==> src/sv/sha1bc_pkg.sv <==
// Package with the word types, state encoding and SHA-1 constants of the compression block.
`timescale 1ns / 1ps

package sha1bc_pkg;

  typedef struct packed {
    logic [31:0] message_word;
    logic        new_message;
  } msg_word_t;

  typedef struct packed {
    logic [31:0] digest_word;
    logic [2:0]  word_index;
    logic        last_word;
  } dig_word_t;

  // Five 32-bit words; element 0 is a (or H0), element 4 is e (or H4).
  typedef logic [4:0][31:0] vars_t;

  typedef enum logic [1:0] {
    ST_LOAD,
    ST_ROUND,
    ST_EMIT
  } state_t;

  localparam logic [3:0] LAST_LOAD  = 4'd15;
  localparam logic [6:0] LAST_ROUND = 7'd79;
  localparam logic [2:0] LAST_INDEX = 3'd4;

  localparam logic [31:0] K_R0 = 32'h5A827999;
  localparam logic [31:0] K_R1 = 32'h6ED9EBA1;
  localparam logic [31:0] K_R2 = 32'h8F1BBCDC;
  localparam logic [31:0] K_R3 = 32'hCA62C1D6;

  localparam vars_t IV_WORDS = {32'hC3D2E1F0, 32'h10325476, 32'h98BADCFE,
                                32'hEFCDAB89, 32'h67452301};

endpackage

==> src/sv/sha1bc_round.sv <==
// One SHA-1 round: round function, round constant and the five-operand add.
`timescale 1ns / 1ps

module sha1bc_round (
  input  sha1bc_pkg::vars_t vin,
  input  logic [31:0]       wt,
  input  logic [6:0]        rnd,
  output sha1bc_pkg::vars_t vout
);
  import sha1bc_pkg::*;

  logic [31:0] a, b, c, d, e;
  logic [31:0] f, k, tmp;

  assign a = vin[0];
  assign b = vin[1];
  assign c = vin[2];
  assign d = vin[3];
  assign e = vin[4];

  always_comb begin
    if (rnd < 7'd20) begin
      f = (b & c) | (~b & d);
      k = K_R0;
    end else if (rnd < 7'd40) begin
      f = b ^ c ^ d;
      k = K_R1;
    end else if (rnd < 7'd60) begin
      f = (b & c) | (b & d) | (c & d);
      k = K_R2;
    end else begin
      f = b ^ c ^ d;
      k = K_R3;
    end
  end

  assign tmp = {a[26:0], a[31:27]} + f + e + wt + k;

  assign vout[0] = tmp;
  assign vout[1] = a;
  assign vout[2] = {b[1:0], b[31:2]};
  assign vout[3] = c;
  assign vout[4] = d;

endmodule

==> src/sv/sha1_block_compress_top.sv <==
// Top level of the SHA-1 block compression engine with a kept chaining hash.
`timescale 1ns / 1ps

// The block takes sixteen 32-bit message words per 512-bit block, one word per cycle while
// msg_stall is low, and then runs the 80 SHA-1 rounds through a single shared round unit,
// one round per cycle, while msg_stall is high. It then adds the working variables into
// the chaining hash with one adder, one hash word per cycle unless the digest channel
// stalls, and presents H0 through H4 on the digest channel. Message words for the next
// block are taken as soon as the last digest word sits in the output register. A word
// with new_message set makes its block start from the standard initial values.

module sha1_block_compress_top (
  input  logic                  clk,
  input  logic                  rst,
  input  logic                  msg_valid,
  output logic                  msg_stall,
  input  sha1bc_pkg::msg_word_t msg,
  output logic                  dig_valid,
  input  logic                  dig_stall,
  output sha1bc_pkg::dig_word_t dig
);
  import sha1bc_pkg::*;

  state_t      state, state_next;
  logic [3:0]  cnt;
  logic [6:0]  rnd;
  logic [2:0]  idx;
  logic        restart;
  vars_t       chain;
  vars_t       wv;
  vars_t       wv_next;
  logic [31:0] sw [16];
  logic [31:0] sw_new;
  logic [31:0] sum;
  logic        msg_take;
  logic        dig_take;
  logic        emit;
  logic        restart_eff;
  vars_t       base;

  sha1bc_round u_round (
    .vin  (wv),
    .wt   (sw[0]),
    .rnd  (rnd),
    .vout (wv_next)
  );

  assign msg_take    = msg_valid && !msg_stall;
  assign dig_take    = dig_valid && !dig_stall;
  assign sw_new      = {sw[13][30:0] ^ sw[8][30:0] ^ sw[2][30:0] ^ sw[0][30:0],
                        sw[13][31] ^ sw[8][31] ^ sw[2][31] ^ sw[0][31]};
  assign restart_eff = restart || msg.new_message;
  assign base        = restart_eff ? IV_WORDS : chain;
  assign sum         = chain[idx] + wv[idx];

  always_comb begin
    state_next = state;
    case (state)
      ST_LOAD:  if (msg_take && cnt == LAST_LOAD) state_next = ST_ROUND;
      ST_ROUND: if (rnd == LAST_ROUND) state_next = ST_EMIT;
      ST_EMIT:  if (emit && idx == LAST_INDEX) state_next = ST_LOAD;
      default:  state_next = ST_LOAD;
    endcase
  end

  always_comb begin
    msg_stall = 1'b1;
    emit      = 1'b0;
    case (state)
      ST_LOAD:  msg_stall = 1'b0;
      ST_ROUND: msg_stall = 1'b1;
      ST_EMIT:  emit = !dig_valid || !dig_stall;
      default:  msg_stall = 1'b1;
    endcase
  end

  always_ff @(posedge clk) begin
    if (rst) begin
      state     <= ST_LOAD;
      cnt       <= '0;
      rnd       <= '0;
      idx       <= '0;
      restart   <= 1'b0;
      chain     <= IV_WORDS;
      dig_valid <= 1'b0;
    end else begin
      state <= state_next;
      if (msg_take) begin
        cnt <= cnt + 4'd1;
        if (cnt == LAST_LOAD) begin
          restart <= 1'b0;
          chain   <= base;
        end else begin
          restart <= restart_eff;
        end
      end
      if (state == ST_ROUND) begin
        rnd <= (rnd == LAST_ROUND) ? '0 : rnd + 7'd1;
      end
      if (emit) begin
        chain[idx] <= sum;
        idx        <= (idx == LAST_INDEX) ? '0 : idx + 3'd1;
        dig_valid  <= 1'b1;
      end else if (dig_take) begin
        dig_valid <= 1'b0;
      end
    end
  end

  always_ff @(posedge clk) begin
    if (msg_take) begin
      for (int i = 0; i < 15; i++) begin
        sw[i] <= sw[i + 1];
      end
      sw[15] <= msg.message_word;
      if (cnt == LAST_LOAD) begin
        wv <= base;
      end
    end else if (state == ST_ROUND) begin
      for (int i = 0; i < 15; i++) begin
        sw[i] <= sw[i + 1];
      end
      sw[15] <= sw_new;
      wv     <= wv_next;
    end
    if (emit) begin
      dig.digest_word <= sum;
      dig.word_index  <= idx;
      dig.last_word   <= (idx == LAST_INDEX);
    end
  end

endmodule

==> config.mk <==
export PLATFORM = sky130hd
export DESIGN_NAME = sha1_block_compress_top
export DESIGN_NICKNAME = d
export VERILOG_FILES = /design/src/sv/sha1bc_pkg.sv /design/src/sv/sha1bc_round.sv /design/src/sv/sha1_block_compress_top.sv
export SDC_FILE = /design/constraint.sdc
export NUM_CORES = 1
export LEC_CHECK = 0
export BUFFER_PORTS_ARGS = -buffer_cell sky130_fd_sc_hd__buf_2
export CAP_MARGIN = 20
export CORE_UTILIZATION = 45
export DETAILED_ROUTE_END_ITERATION = 10
export HOLD_SLACK_MARGIN = 0.12
export PLACE_DENSITY_LB_ADDON = 0.05
export SETUP_SLACK_MARGIN = 0.15
export SKIP_CTS_REPAIR_TIMING = 1
export SLEW_MARGIN = 20
export SYNTH_ARGS = -nofsm -noshare
export SYNTH_HDL_FRONTEND = slang
export SYNTH_SLANG_ARGS = --single-unit
==> constraint.sdc <==
create_clock -name clk -period 17.7 [get_ports clk]
set_input_delay 1.77 -clock clk [delete_from_list [all_inputs] [get_ports clk]]
set_output_delay 1.77 -clock clk [all_outputs]
set_load 0.02 [all_outputs]
# Yosys cells after proc, flatten, opt, wreduce, memory -nomap -nowiden
# Memory sizes are Yosys's and may differ from the RTL's.
# Index checks and enable logic that the tools add are counted.
classes:
  add_sub_neg: 8
  order_cmp: 5
  n_eq_ne: 9
  n_mux: 53
  bitwise_logic: 32
  n_reduce_logical: 14
ops:
  columns: ["cell", "count"]
  rows:
  - ["$mux W160", 8]
  - ["$mux W32", 24]
  - ["$bmux W32 S3", 2]
  - ["$add A32 B32 Y32", 5]
  - ["$bwmux W160", 1]
  - ["$and A32 B32 Y32", 4]
  - ["$demux W32 S3", 1]
  - ["$or A32 B32 Y32", 3]
  - ["$xor A31 B31 Y31", 3]
  - ["$xor A32 B32 Y32", 2]
  - ["$not A32 Y32", 1]
  - ["$mux W31", 1]
  - ["$or A1 B1 Y1", 16]
  - ["$lt A7 B6 Y1 const B", 2]
  - ["$mux W1", 10]
  - ["$add A7 B1 Y7 const B", 1]
  - ["$eq A7 B7 Y1 const B", 1]
  - ["$lt A7 B5 Y1 const B", 1]
  - ["$mux W7", 1]
  - ["$mux W2", 3]
  - ["$pmux W2 S3", 1]
  - ["$logic_and A1 B1 Y1", 5]
  - ["$add A4 B1 Y4 const B", 1]
  - ["$eq A4 B4 Y1 const B", 1]
  - ["other kinds (16)", 23]
totals:
  ff_bits: 374
  mem_bits_rw: 512
  in_bits: 37
  wordCells: 141
  memories: 1
memory_table:
  columns: ["name", "depth", "word_bits", "read_ports", "rd_ports_with_merged_regs", "write_ports", "line", "rtl"]
  rows:
  - ["sw", 16, 32, 16, 0, 16, "sha1_block_compress_top.sv:32", "logic [31:0] sw [16];"]

# Longest topological paths before layout
depth:
  ltp_word: 12
  mapped_depth: 21
  mapped_depth_nobuf: 18

# By module
# A second synthesis with hierarchy kept.
hier_totals:
  hier_cells: 3355
  hier_area_um2: 41240.8
modules_own_cells:
  columns: ["module", "instances", "cells_per_inst", "area_each_um2", "seq_area_each_um2"]
  rows:
  - ["sha1_block_compress_top", 1, 2581, 34682.0, 24823.8]
  - ["sha1bc_round", 1, 774, 6558.8, 0.0]

# Least setup slack after synthesis
# No wires, ideal clock.
synth_timing:
  path_kind: "input port to flip-flop"
  start: "input msg_valid"
  end: "memory sw[0][0], enable pin"
  setup_ns: 3.690
  t_arrival_ns: 10.806
  slack_ns: 3.203
  path_stages: 4
  cell_sequence: "nand2_1 -> clkbuf_1 -> buf_1 -> nand2_1"
synth_lines:
  columns: ["item", "line", "rtl"]
  rows:
  - ["from (decl)", "sha1_block_compress_top.sv:15", "input logic msg_valid,"]
  - ["to (decl)", "sha1_block_compress_top.sv:32", null]

# Worst setup path in the final report
layout_timing:
  start: "register rnd[5]"
  end: "register wv[23] in the netlist's numbering, data pin"
layout_via:
  elab_chain_len: 10
  elab_cells_between_ends: 15
  cone_classes: "4 x add/sub; 3 x order compare; 8 x mux"
layout_rtl:
  columns: ["item", "line", "rtl"]
  rows:
  - ["from (decl)", "sha1_block_compress_top.sv:26", "logic [6:0] rnd;"]
  - ["from (signal assigned)", "sha1_block_compress_top.sv:98", "rnd <= (rnd == LAST_ROUND) ? '0 : rnd + 7'd1;"]
  - ["$lt A7 B6 Y1", "sha1bc_round.sv:28", "end else if (rnd < 7'd60) begin"]
  - ["$mux W32", "sha1bc_round.sv:28", null]
  - ["$mux W32", "sha1bc_round.sv:25", "end else if (rnd < 7'd40) begin"]
  - ["$mux W32", "sha1bc_round.sv:22", "if (rnd < 7'd20) begin"]
  - ["$add A32 B32 Y32 (3 in series)", "sha1bc_round.sv:37", "assign tmp = {a[26:0], a[31:27]} + f + e + wt + k;"]
  - ["$add A32 B32 Y32 *", "sha1bc_round.sv:37", null]
  - ["$mux W160 *", "sha1_block_compress_top.sv:119", "end else if (state == ST_ROUND) begin"]
  - ["$mux W160 *", "sha1_block_compress_top.sv:111", "if (msg_take) begin"]
  - ["to (signal assigned)", "sha1_block_compress_top.sv:117", "wv <= base;"]
  - ["to (signal assigned)", "sha1_block_compress_top.sv:124", "wv <= wv_next;"]
  - ["to (decl)", "sha1_block_compress_top.sv:30", "vars_t wv;"]
# Mark *: on every way between the ends. The rest lies on a longest branch, timed or not. The select of a mux whose other input is x is not followed.
# A chain may end at the register's enable or synchronous reset.

==> impl_metrics.csv <==
group,metric,value,unit
clocking,cts_root_buf,"clkbuf_16",
sta,worstMarginPinSlew,1.13,ns
global_route,gr-total-overflow,0,
hold_path,hold_path.class,"flip-flop to flip-flop",
final_layout,final_net_count,3655,
sta,period_share,0.340,
clocking,cts.sinks,886,
global_route,grt_pass1_wl,170000,um
synth,ys_seq_area_frac,0.602,
worst_setup_path,reg2regPathDepth,19,
clocking,cts.reportedPaths.clkPinSlew,0.06,ns
final_layout,syn_to_final_growth,11.3,%
hold_path,holdPathStages,0,
hold_path,holdCritStartpoint,"sw[1][202]$_DFFE_PP_",
hold_path,hold_end,"sw[1][170]$_DFFE_PP_",
worst_setup_path,critPathKind,"flip-flop to flip-flop",
final_layout,drive_above_1_share,0.107,
final_layout,final_util,0.508,
synth,synth_common_cells,"708 x edfxtp_1, 309 x inv_1, 309 x nand2_1",
power,power_density,101,nW/um2
sta,finClkSkew,0.0348,ns
clocking,clk_path_buf_depth,3,
final_layout,fin_area,45900,um2
routing,postRouteAntennaNets,0,
worst_setup_path,rrSetupSlack,11.68,ns
placement,dp_cells,4503,
power,p_leak,16.9,nW
synth,yosys.area.top_type_share,0.515,
floorplan,die-width,305,um
global_route,grt_pass1_vias,26000,
clocking,cts.htree.levels,3,
routing,drtIter0Drc,3052,
worst_setup_path,crit_path_end_kind,"flip-flop",
sta,tns,0,ns
routing,wl_per_cell,24.3,um
routing,drc_errors,0,
clocking,insertion_delay,0.68,ns
clocking,cts-buffers-inserted,96,
sta,max_slew_margin,0.246,
synth,synth_edf_count,708,
synth,synth-seq-cells,886,
sta,worst_slack,11.68,ns
synth,async_flop_share,0,
synth,synth_fp_nets,3620,
outcome,outcome,"finished, final reports clean",
placement,dpl_cell_area,42800,um2
sta,setup_violations,0,
global_route,antenna_found_initial,1,
synth,avgSynthCellArea,12.2,um2
synth,syn_area,41200,um2
placement,port_buffers,74,
routing,vias,27100,
sta,maxClockFrequency,166,MHz
synth,synth_cell_types,83,
worst_setup_path,crit_path_max_fanout,20,
floorplan,rows,110,
synth,yosysTopAreaCell,"edfxtp_1",
worst_setup_path,critPathLaunchType,"flip-flop",
floorplan,die_area,92900,um2
floorplan,ios,75,
floorplan,die_h,305,um
worst_setup_path,critPathArrivalTime,6.43,ns
clocking,cts_tree,"yes",
sta,hold_viol,0,
routing,drt-total-wl,114000,um
global_route,grt_util_all_layers,0.245,
worst_setup_path,worst_r2r_endpoint,"wv[23]$_DFFE_PP_",
power,ir_drop,72.1,uV
worst_setup_path,timing.rr.start,"rnd[5]$_SDFFE_PP0P_",
flow_run,drv_cap,0,
placement,dp_hpwl,75100,um
synth,postSynthCellCount,3390,
power,power,4.64,mW
synth,yosys_most_used_dff,"edfxtp_1",
sta,finalCriticalPeriod,6.02,ns
routing,drtPass1Iterations,5,
floorplan,core_area,90400,um2
floorplan,initial_core_util,0.456,
routing,via_per_inst,5.78,
placement,globalplace.congestion,0.884,
sta,rsz0062_at_grt,"false",
sta,slew_violations,0,
sta,holdWs,0.411,ns
placement,dp_slack,10.98,ns
worst_setup_path,cp.required,18.10,ns
synth,yosysWarnings,0,
global_route,grt_max_degree,164,
final_layout,final-instance-count-excl-fill,4681,
synth,synth_area_leaders,"edfxtp_1 52%, dfxtp_1 8.6%, fa_1 5.5%, mux4_2 3.3%, inv_1 2.8%",
synth,synth_most_common_cell,"edfxtp_1",
-- cell type report --
cell class,count,area (um2)
fillers,7895,44500
flip-flops and latches,886,24800
multi-input cells,2013,14600
clock buffers,132,2690
well taps,1176,1470
inverters,315,1180
repair buffers,113,693
clock inverters,45,404
diodes,1,2.50
-- how the worst max path moves through the flow --
stage,startpoint,endpoint,slack [ns]
global route,rnd[5]$_SDFFE_PP0P_,wv[23]$_DFFE_PP_,11.32
floorplan,msg_valid,sw[0][0]$_DFFE_PP_,3.20
CTS,rnd[5]$_SDFFE_PP0P_,wv[23]$_DFFE_PP_,11.73
finish,rnd[5]$_SDFFE_PP0P_,wv[23]$_DFFE_PP_,11.68
global placement,msg_valid,sw[0][4]$_DFFE_PP_,11.24
detailed placement,msg_valid,sw[0][4]$_DFFE_PP_,10.98
-- critical path, stage by stage (launching register included) --
cell and delay, ns:
dfxtp_1 0.45, o21ai_0 0.14, or3_1 0.36, buf_4 0.25, nand2_1 0.21, buf_4 0.32
inv_1 0.09, buf_4 0.26, a221oi_1 0.50, fa_1 0.47, inv_1 0.06, ha_1 0.26
nor2b_1 0.17, o31ai_1 0.46, a21oi_1 0.29, a221oi_4 0.53, o21ai_1 0.17, a21oi_1 0.22
xor2_1 0.32, o21ai_0 0.11
-- sequential cells by signal, summed over array words and instances (netlist names) --
| name | flops |
|---|---|
| sw | 512 |
| restart | 1 |
| dig_valid | 1 |
| wv | 160 |
| chain | 160 |
| state | 2 |
| dig | 36 |
| rnd | 7 |
| idx | 3 |
| cnt | 4 |
-- cell usage in the layout (no fill, tap or decap), drive strengths merged, types with 80 or more instances in the layout --
cell / count
buf: 113
a21oi: 144
dfxtp: 178
nor2: 253
nand2: 310
xnor2: 136
clkbuf: 132
nor3: 120
o21ai: 253
inv: 320
fa: 113
ha: 80
edfxtp: 708
nand3: 155
-- logic make-up (layout without fill, tap and decap cells) --
| logic type | count (synthesis) | after routing | share of synthesized area |
|---|---|---|---|
| AO/OA/AOI/OAI | 604 | 604 | 0.0914 |
| flip-flops | 886 | 886 | 0.602 |
| AND/OR/NAND/NOR | 954 | 954 | 0.104 |
| other | 0 | 1 | 0 |
| buffers and inverters | 491 | 605 | 0.0455 |
| multiplexers | 101 | 101 | 0.0428 |
| adder cells (fa/ha/maj) | 193 | 193 | 0.0791 |
| XOR/XNOR | 161 | 161 | 0.0351 |
-- layer usage --
metal,global-route usage,vias up,share of wire,wire length (um)
li1,-,12200,-,-
met1,0.373,13600,0.46,52900
met2,0.349,1173,0.42,47900
met3,0.0531,175,0.088,9980
met4,0.0718,0,0.026,2980
met5,0,-,0,0
-- report_power, final --
group	internal, mW	total (mW)	switching (mW)
clock	1.13	1.98	0.854
combinational	0.101	0.292	0.191
sequential	2.34	2.37	0.0299
Note: power is estimated with default switching activity, not from simulation.
